## src/mtpc_pkg.sv

```systemverilog
// Package for the memory test pattern checker.
// Holds widths, pattern constants, mode and register codes, controller state and control structs.
// No dependencies.
package mtpc_pkg;

	localparam int unsigned WORD_W     = 32;
	localparam int unsigned MODE_W     = 2;
	localparam int unsigned CFG_IDX_W  = 2;
	localparam int unsigned CFG_DATA_W = 32;

	localparam logic [WORD_W-1:0] HASH_MUL_A  = 32'h7feb352d;
	localparam logic [WORD_W-1:0] HASH_MUL_B  = 32'h846ca68b;
	localparam logic [WORD_W-1:0] CHECK_EVEN  = 32'hAAAAAAAA;
	localparam logic [WORD_W-1:0] CHECK_ODD   = 32'h55555555;
	localparam logic [WORD_W-1:0] ALL_ONES    = 32'hFFFFFFFF;
	localparam logic [WORD_W-1:0] INJECT_MASK = 32'h0BADBEEF;

	localparam logic [MODE_W-1:0] MODE_ZEROS = 2'd0;
	localparam logic [MODE_W-1:0] MODE_ONES  = 2'd1;
	localparam logic [MODE_W-1:0] MODE_HASH  = 2'd2;

	localparam logic [CFG_IDX_W-1:0] REG_PATTERN_MODE  = 2'd0;
	localparam logic [CFG_IDX_W-1:0] REG_INJECT_ENABLE = 2'd1;

	localparam logic CMD_WRITE  = 1'b0;
	localparam logic CMD_VERIFY = 1'b1;

	typedef enum logic [3:0] {
		ST_IDLE  = 4'b0001,
		ST_MUL_A = 4'b0010,
		ST_MUL_B = 4'b0100,
		ST_FIN   = 4'b1000
	} state_t;

	typedef struct packed {
		logic accept;
		logic step_a;
		logic step_b;
		logic finish;
	} dp_cmd_t;

	typedef struct packed {
		logic out_busy;
	} dp_sts_t;

endpackage

```

## src/memory_test_pattern_checker_core.sv

```systemverilog
// Top level of the memory test pattern checker.
// Holds the configuration registers and joins mtpc_ctrl and mtpc_dp. Depends on mtpc_pkg.
//
// Usage:
//   Input channel (in_valid / in_stall): one beat per memory word, carrying command,
//   word_index and four read-back lanes. A beat is taken when in_valid is high and
//   in_stall is low.
//   Output channel (out_valid / out_stall): one result beat per input beat, in order:
//   fault_index, expected_word, actual_word, mismatch and the running error_total.
//   Config channel (cfg_valid / cfg_ready): index 0 pattern_mode, index 1 inject_enable;
//   other indexes are ignored. cfg_ready is always high. Write only while idle.
// Timing:
//   An item passes through the states ST_IDLE (accept), ST_MUL_A, ST_MUL_B and ST_FIN
//   (result load). The integer hash does two 32x32 multiplies, each in a state of its own, on one datapath.
//   The input is stalled while an item is in flight.
// Reset:
//   arst_n clears the controller, the output valid and the error count; pattern_mode
//   returns to hashed checkerboard and injection is off.
// Back-pressure:
//   A result waits in the output register while out_stall is high. The next item is
//   still taken and hashed, and holds in its final step until the output frees up.
module memory_test_pattern_checker_core import mtpc_pkg::*; #(
	parameter logic [31:0] INJECT_INDEX = 32'd1337
) (
	input  logic                  clk,
	input  logic                  arst_n,
	input  logic                  in_valid,
	output logic                  in_stall,
	input  logic                  command,
	input  logic [WORD_W-1:0]     word_index,
	input  logic [WORD_W-1:0]     read_lane0,
	input  logic [WORD_W-1:0]     read_lane1,
	input  logic [WORD_W-1:0]     read_lane2,
	input  logic [WORD_W-1:0]     read_lane3,
	output logic                  out_valid,
	input  logic                  out_stall,
	output logic [WORD_W-1:0]     fault_index,
	output logic [WORD_W-1:0]     expected_word,
	output logic [WORD_W-1:0]     actual_word,
	output logic                  mismatch,
	output logic [WORD_W-1:0]     error_total,
	input  logic                  cfg_valid,
	output logic                  cfg_ready,
	input  logic [CFG_IDX_W-1:0]  cfg_index,
	input  logic [CFG_DATA_W-1:0] cfg_data
);

	logic [MODE_W-1:0] pattern_mode_q;
	logic              inject_enable_q;
	dp_cmd_t           dp_cmd;
	dp_sts_t           dp_sts;

	assign cfg_ready = 1'b1;

	always_ff @(posedge clk or negedge arst_n) begin
		if (!arst_n) begin
			pattern_mode_q  <= MODE_HASH;
			inject_enable_q <= 1'b0;
		end else if (cfg_valid && cfg_ready) begin
			case (cfg_index)
				REG_PATTERN_MODE:  pattern_mode_q  <= cfg_data[MODE_W-1:0];
				REG_INJECT_ENABLE: inject_enable_q <= cfg_data[0];
				default: begin
				end
			endcase
		end
	end

	mtpc_ctrl u_ctrl (
		.clk      (clk),
		.arst_n   (arst_n),
		.in_valid (in_valid),
		.in_stall (in_stall),
		.sts      (dp_sts),
		.cmd      (dp_cmd)
	);

	mtpc_dp #(
		.INJECT_INDEX (INJECT_INDEX)
	) u_dp (
		.clk           (clk),
		.arst_n        (arst_n),
		.cmd           (dp_cmd),
		.sts           (dp_sts),
		.pattern_mode  (pattern_mode_q),
		.inject_enable (inject_enable_q),
		.command       (command),
		.word_index    (word_index),
		.read_lane0    (read_lane0),
		.read_lane1    (read_lane1),
		.read_lane2    (read_lane2),
		.read_lane3    (read_lane3),
		.out_valid     (out_valid),
		.out_stall     (out_stall),
		.fault_index   (fault_index),
		.expected_word (expected_word),
		.actual_word   (actual_word),
		.mismatch      (mismatch),
		.error_total   (error_total)
	);

endmodule

```

## src/mtpc_ctrl.sv

```systemverilog
// Controller for the memory test pattern checker.
// Sequences accept, two hash multiply steps and the result load. Depends on mtpc_pkg.
module mtpc_ctrl import mtpc_pkg::*; (
	input  logic    clk,
	input  logic    arst_n,
	input  logic    in_valid,
	output logic    in_stall,
	input  dp_sts_t sts,
	output dp_cmd_t cmd
);

	state_t state_q;
	state_t state_d;

	always_comb begin
		state_d    = state_q;
		cmd        = '0;
		in_stall   = 1'b1;
		case (state_q)
			ST_IDLE: begin
				in_stall = 1'b0;
				if (in_valid) begin
					cmd.accept = 1'b1;
					state_d    = ST_MUL_A;
				end
			end
			ST_MUL_A: begin
				cmd.step_a = 1'b1;
				state_d    = ST_MUL_B;
			end
			ST_MUL_B: begin
				cmd.step_b = 1'b1;
				state_d    = ST_FIN;
			end
			ST_FIN: begin
				if (!sts.out_busy) begin
					cmd.finish = 1'b1;
					state_d    = ST_IDLE;
				end
			end
			default: begin
				state_d = ST_IDLE;
			end
		endcase
	end

	always_ff @(posedge clk or negedge arst_n) begin
		if (!arst_n) begin
			state_q <= ST_IDLE;
		end else begin
			state_q <= state_d;
		end
	end

endmodule

```

## src/mtpc_dp.sv

```systemverilog
// Datapath for the memory test pattern checker.
// Item registers, staged integer hash, pattern select, lane compare, error counter, result beat.
// Depends on mtpc_pkg.
module mtpc_dp import mtpc_pkg::*; #(
	parameter logic [31:0] INJECT_INDEX = 32'd1337
) (
	input  logic              clk,
	input  logic              arst_n,
	input  dp_cmd_t           cmd,
	output dp_sts_t           sts,
	input  logic [MODE_W-1:0] pattern_mode,
	input  logic              inject_enable,
	input  logic              command,
	input  logic [WORD_W-1:0] word_index,
	input  logic [WORD_W-1:0] read_lane0,
	input  logic [WORD_W-1:0] read_lane1,
	input  logic [WORD_W-1:0] read_lane2,
	input  logic [WORD_W-1:0] read_lane3,
	output logic              out_valid,
	input  logic              out_stall,
	output logic [WORD_W-1:0] fault_index,
	output logic [WORD_W-1:0] expected_word,
	output logic [WORD_W-1:0] actual_word,
	output logic              mismatch,
	output logic [WORD_W-1:0] error_total
);

	logic              cmd_q;
	logic [WORD_W-1:0] idx_q;
	logic [WORD_W-1:0] lane0_q;
	logic [WORD_W-1:0] lane1_q;
	logic [WORD_W-1:0] lane2_q;
	logic [WORD_W-1:0] lane3_q;
	logic [WORD_W-1:0] mix_q;

	logic              out_valid_q;
	logic [WORD_W-1:0] err_cnt_q;
	logic [WORD_W-1:0] fault_index_q;
	logic [WORD_W-1:0] expected_q;
	logic [WORD_W-1:0] actual_q;
	logic              mismatch_q;

	logic [WORD_W-1:0] mix_b_in;
	logic [WORD_W-1:0] hash;
	logic [WORD_W-1:0] pattern;
	logic [WORD_W-1:0] exp_word;
	logic              miss;
	logic [WORD_W-1:0] err_cnt_d;

	assign mix_b_in = mix_q ^ (mix_q >> 15);
	assign hash     = mix_q ^ (mix_q >> 16);

	always_comb begin
		case (pattern_mode)
			MODE_ZEROS: pattern = '0;
			MODE_ONES:  pattern = ALL_ONES;
			default:    pattern = (idx_q[0] ? CHECK_ODD : CHECK_EVEN) ^ hash;
		endcase
	end

	always_comb begin
		exp_word  = pattern;
		miss      = 1'b0;
		err_cnt_d = err_cnt_q;
		if (cmd_q == CMD_WRITE) begin
			if (inject_enable && (idx_q == INJECT_INDEX)) begin
				exp_word = pattern ^ INJECT_MASK;
			end
		end else begin
			miss = (lane0_q != pattern) || (lane1_q != pattern) ||
			       (lane2_q != pattern) || (lane3_q != pattern);
			if (miss && (err_cnt_q != ALL_ONES)) begin
				err_cnt_d = err_cnt_q + WORD_W'(1);
			end
		end
	end

	always_ff @(posedge clk) begin
		if (cmd.accept) begin
			cmd_q   <= command;
			idx_q   <= word_index;
			lane0_q <= read_lane0;
			lane1_q <= read_lane1;
			lane2_q <= read_lane2;
			lane3_q <= read_lane3;
			mix_q   <= word_index ^ (word_index >> 16);
		end else if (cmd.step_a) begin
			mix_q <= mix_q * HASH_MUL_A;
		end else if (cmd.step_b) begin
			mix_q <= mix_b_in * HASH_MUL_B;
		end
	end

	always_ff @(posedge clk) begin
		if (cmd.finish) begin
			fault_index_q <= idx_q;
			expected_q    <= exp_word;
			actual_q      <= (cmd_q == CMD_VERIFY) ? lane0_q : '0;
			mismatch_q    <= miss;
		end
	end

	always_ff @(posedge clk or negedge arst_n) begin
		if (!arst_n) begin
			out_valid_q <= 1'b0;
			err_cnt_q   <= '0;
		end else begin
			if (cmd.finish) begin
				out_valid_q <= 1'b1;
				err_cnt_q   <= err_cnt_d;
			end else if (out_valid_q && !out_stall) begin
				out_valid_q <= 1'b0;
			end
		end
	end

	assign sts.out_busy  = out_valid_q && out_stall;
	assign out_valid     = out_valid_q;
	assign fault_index   = fault_index_q;
	assign expected_word = expected_q;
	assign actual_word   = actual_q;
	assign mismatch      = mismatch_q;
	assign error_total   = err_cnt_q;

endmodule

```

## config.mk

```make
export PLATFORM = sky130hd
export DESIGN_NAME = memory_test_pattern_checker_core
export DESIGN_NICKNAME = d
export VERILOG_FILES = /design/src/mtpc_pkg.sv /design/src/memory_test_pattern_checker_core.sv /design/src/mtpc_ctrl.sv /design/src/mtpc_dp.sv
export SDC_FILE = /design/constraint.sdc
export NUM_CORES = 2
export LEC_CHECK = 0
export BUFFER_PORTS_ARGS = -buffer_cell sky130_fd_sc_hd__clkbuf_2
export CORE_AREA = 2 2 306 187
export CTS_CLUSTER_DIAMETER = 50
export CTS_CLUSTER_SIZE = 10
export DETAILED_ROUTE_END_ITERATION = 12
export DIE_AREA = 0 0 308 189
export MAX_ROUTING_LAYER = met4
export PLACE_DENSITY = 0.77
export SLEW_MARGIN = 40
export SYNTH_ARGS = -nofsm -noshare
export SYNTH_HDL_FRONTEND = slang
export SYNTH_SLANG_ARGS = --single-unit
```

## constraint.sdc

```tcl
create_clock -name clk -period 6.87 [get_ports clk]
set_input_delay 0.687 -clock clk [delete_from_list [all_inputs] [get_ports clk]]
set_output_delay 0.687 -clock clk [all_outputs]
set_load 0.01 [all_outputs]
```

==> out/results.ini <==
[worst_setup_path]
cp_max_fo = 11
cp-startpoint = u_dp.mix_q[0]
crit_end = u_dp.mix_q[28]
end_kind = flop
reg2reg_to = u_dp.mix_q[28]
regToRegSetupSlack_ns = 0.11
r2r_cells = 23
critPathKind = flop to flop
worstSetupStartpointType = flop
cp.arrival_ns = 7.07
required_ns = 7.18
r2r-start = u_dp.mix_q[0]

[status]
status = complete, no violations

[sta]
post-route-period-util_pct = 98.4
setup-violations-final = 0
max_freq_mhz = 148
hold_ws_ns = 0.141
skew_ns = 0.0347
fin_crit_ns = 6.76
hold_viol_final = 0
worst_pin_slew_ns = 0.907
max_slew_margin_pct = 38.9
setup_tns_ns = 0
final_max_slew_viol_count = 0
rsz0062_at_grt = yes

[place]
place_area_um2 = 34100
dp_hpwl_um = 79500
io_buffers = 300
place.gp.congestion = 1.05

[clock_network]
cts.sinks = 330
htreeDepth = 2
root_buffer = clkbuf_16
cts_tree = built
clk-insertion-delay-late_ns = 0.57
cts_hold_buffers = 0
cts_buffers = 40
cts_buffer_depth = 3
cts.reportedPaths.clkPinSlew_ns = 0.06

[synth]
syn_avg_cell_area_um2 = 11.9
synthesis.nets = 3451
synth_top_flop_cell = edfxtp_1
syn_inst = 2527
ys_types = 79
synth_seq_cells = 330
synth-warning-count = 0
synth_area_um2 = 30100
synth-seq-area-share_pct = 32.2
ys_async_sr_fraction_pct = 12.1
synth_edf_count = 290

[floorplan]
coreArea_um2 = 55300
die_width_um = 308
start_util_pct = 54.5
die_y_um = 189
num_rows = 67
io_pins = 332
dieArea_um2 = 58200

[routing]
drc = 0
detail_route.wl_per_cell_um = 25.1
drt-vias-per-instance = 5.74
ant_nets = 0
drtIter0Drc = 2467
routed_wl_um = 95900
drtPass1Iterations = 6
num_vias = 21900

[global_routing]
grt_pass1_wl_um = 141000
grt_pass1_vias = 22400
grt_max_degree = 112
grt_use_total_pct = 34.3
antenna_found_initial = 4
grt_overflow = 0

[finish]
final_util_pct = 65.0
fin_area_um2 = 36000
fillers = 4275
diodes = 0
area_delta_synth_final_pct = 19.4
nets = 3994
drive_gt1_share_pct = 22.3

[flow_run]
cap_violations = 0

[hold_path]
hold_class = primary input to asynchronous set/reset pin

per-stage QoR:
| stage | std cells | setup slack, ns |
|---|---|---|
| after floorplan | 2527 | 0.0768 |
| after global placement | 3732 | -0.0410 |
| after detailed placement | 3732 | -0.0913 |
| after CTS | 3796 | -0.000527 |
| after global routing | 3815 | -0.108 |
| final | 3815 | 0.112 |
synth_stat cells (30+ instances only):
cell type,n,area share [%]
xnor2_1,174,5.1
a21o_1,33,0.82
dfrtp_1,38,3.2
nand3_1,30,0.50
and2_1,43,0.89
a21oi_1,74,1.2
edfxtp_1,290,29
nand2_1,63,0.78
ha_1,365,15
fa_1,359,24
o21ai_0,37,0.61
inv_1,502,6.3
xor2_1,66,1.9
nor2_1,84,1.0
routing by layer:
| metal | share of wire [%] | track usage (%) | wire, um | vias to the layer above |
|---|---|---|---|---|
| met4 | 1.7 | 5.33 | 1660 | 0 |
| li1 | - | - | - | 9520 |
| met5 | 0 | - | 0 | - |
| met1 | 45 | 52.7 | 42900 | 11100 |
| met2 | 39 | 44.0 | 37800 | 1157 |
| met3 | 14 | 11.9 | 13500 | 113 |
worst max-delay path: stages (launching register included):
cell       delay [ns]
edfxtp_1         0.50
buf_4            0.27
xor2_1           0.25
buf_12           0.22
ha_1             0.29
fa_1             0.46
ha_1             0.24
inv_1            0.08
fa_1             0.40
inv_1            0.07
ha_1             0.25
fa_1             0.61
fa_1             0.44
fa_1             0.48
ha_1             0.32
nand4_1          0.16
nand2b_4         0.15
inv_1            0.06
buf_4            0.15
a2111oi_4        0.41
o31ai_2          0.11
a21oi_2          0.15
xnor2_1          0.09
a221o_1          0.32
worst min-delay path by stage:
stage | to | slack (ns) | from | cells after the start
finish | u_dp.error_total[28] | 0.14 | arst_n | 1
global route | u_dp.error_total[28] | 0.17 | arst_n | 1
CTS | u_dp.error_total[16] | 0.15 | arst_n | 1
detailed placement | u_dp.fault_index[15] | 0.43 | u_dp.idx_q[15] | 0
global placement | u_dp.fault_index[17] | 0.43 | u_dp.idx_q[17] | 0
floorplan | inject_enable_q | 0.39 | arst_n | 0
cells in the final DEF (no fill, tap or decap), types with 38 or more instances in the layout:
master,netlist,layout
dfrtp_1,38,38
xor2_1,66,65
clkbuf_2,1,299
buf_4,4,227
ha_1,365,343
nor2_1,84,82
fa_1,359,350
a21oi_1,74,68
inv_1,502,498
and2_1,43,42
xnor2_1,174,165
nand2_1,63,62
clkbuf_16,0,40
edfxtp_1,290,290
area by class of cell:
class	instances	area, um2	area share (%)
multi-input cells	1648	18800	52.3
flip-flops and latches	330	9710	27.0
repair buffers	546	3470	9.64
inverters	504	1900	5.28
clock buffers	57	1060	2.96
well taps	724	906	2.52
clock inverters	6	115	0.320
flip-flops by register name, indices dropped and copies added, names as in the netlist:
| register | flops |
|---|---|
| u_ctrl.state_q | 4 |
| u_dp.error_total | 32 |
| u_dp.mismatch | 1 |
| u_dp.idx_q | 32 |
| u_dp.actual_word | 32 |
| u_dp.lane1_q | 32 |
| u_dp.out_valid | 1 |
| u_dp.lane0_q | 32 |
| u_dp.cmd_q | 1 |
| u_dp.mix_q | 32 |
| u_dp.expected_word | 32 |
| u_dp.fault_index | 32 |
| inject_enable_q | 1 |
| u_dp.lane2_q | 32 |
| pattern_mode_q | 2 |
| u_dp.lane3_q | 32 |
cells by family after synthesis:
group / after synthesis / share of synthesized area (%)
other: 1 / 0.0124
AOI/OAI and AO/OA: 256 / 5.68
and+or+nand+nor: 379 / 6.75
xor gates and xnor gates: 257 / 8.27
buffers and inverters: 549 / 7.02
adders and majority gates: 724 / 39.0
DFF: 330 / 32.2
muxes: 31 / 1.04
what timing repair did:
action                     CTS  global route
gates resized for setup      4            87
buffers inserted             1            19
setup endpoints to repair    4            12
pin swaps                    2            50
Power is left out: the tool's default activity adds up to more than one toggle a clock period on the data nets, which glitch-free logic cannot reach.
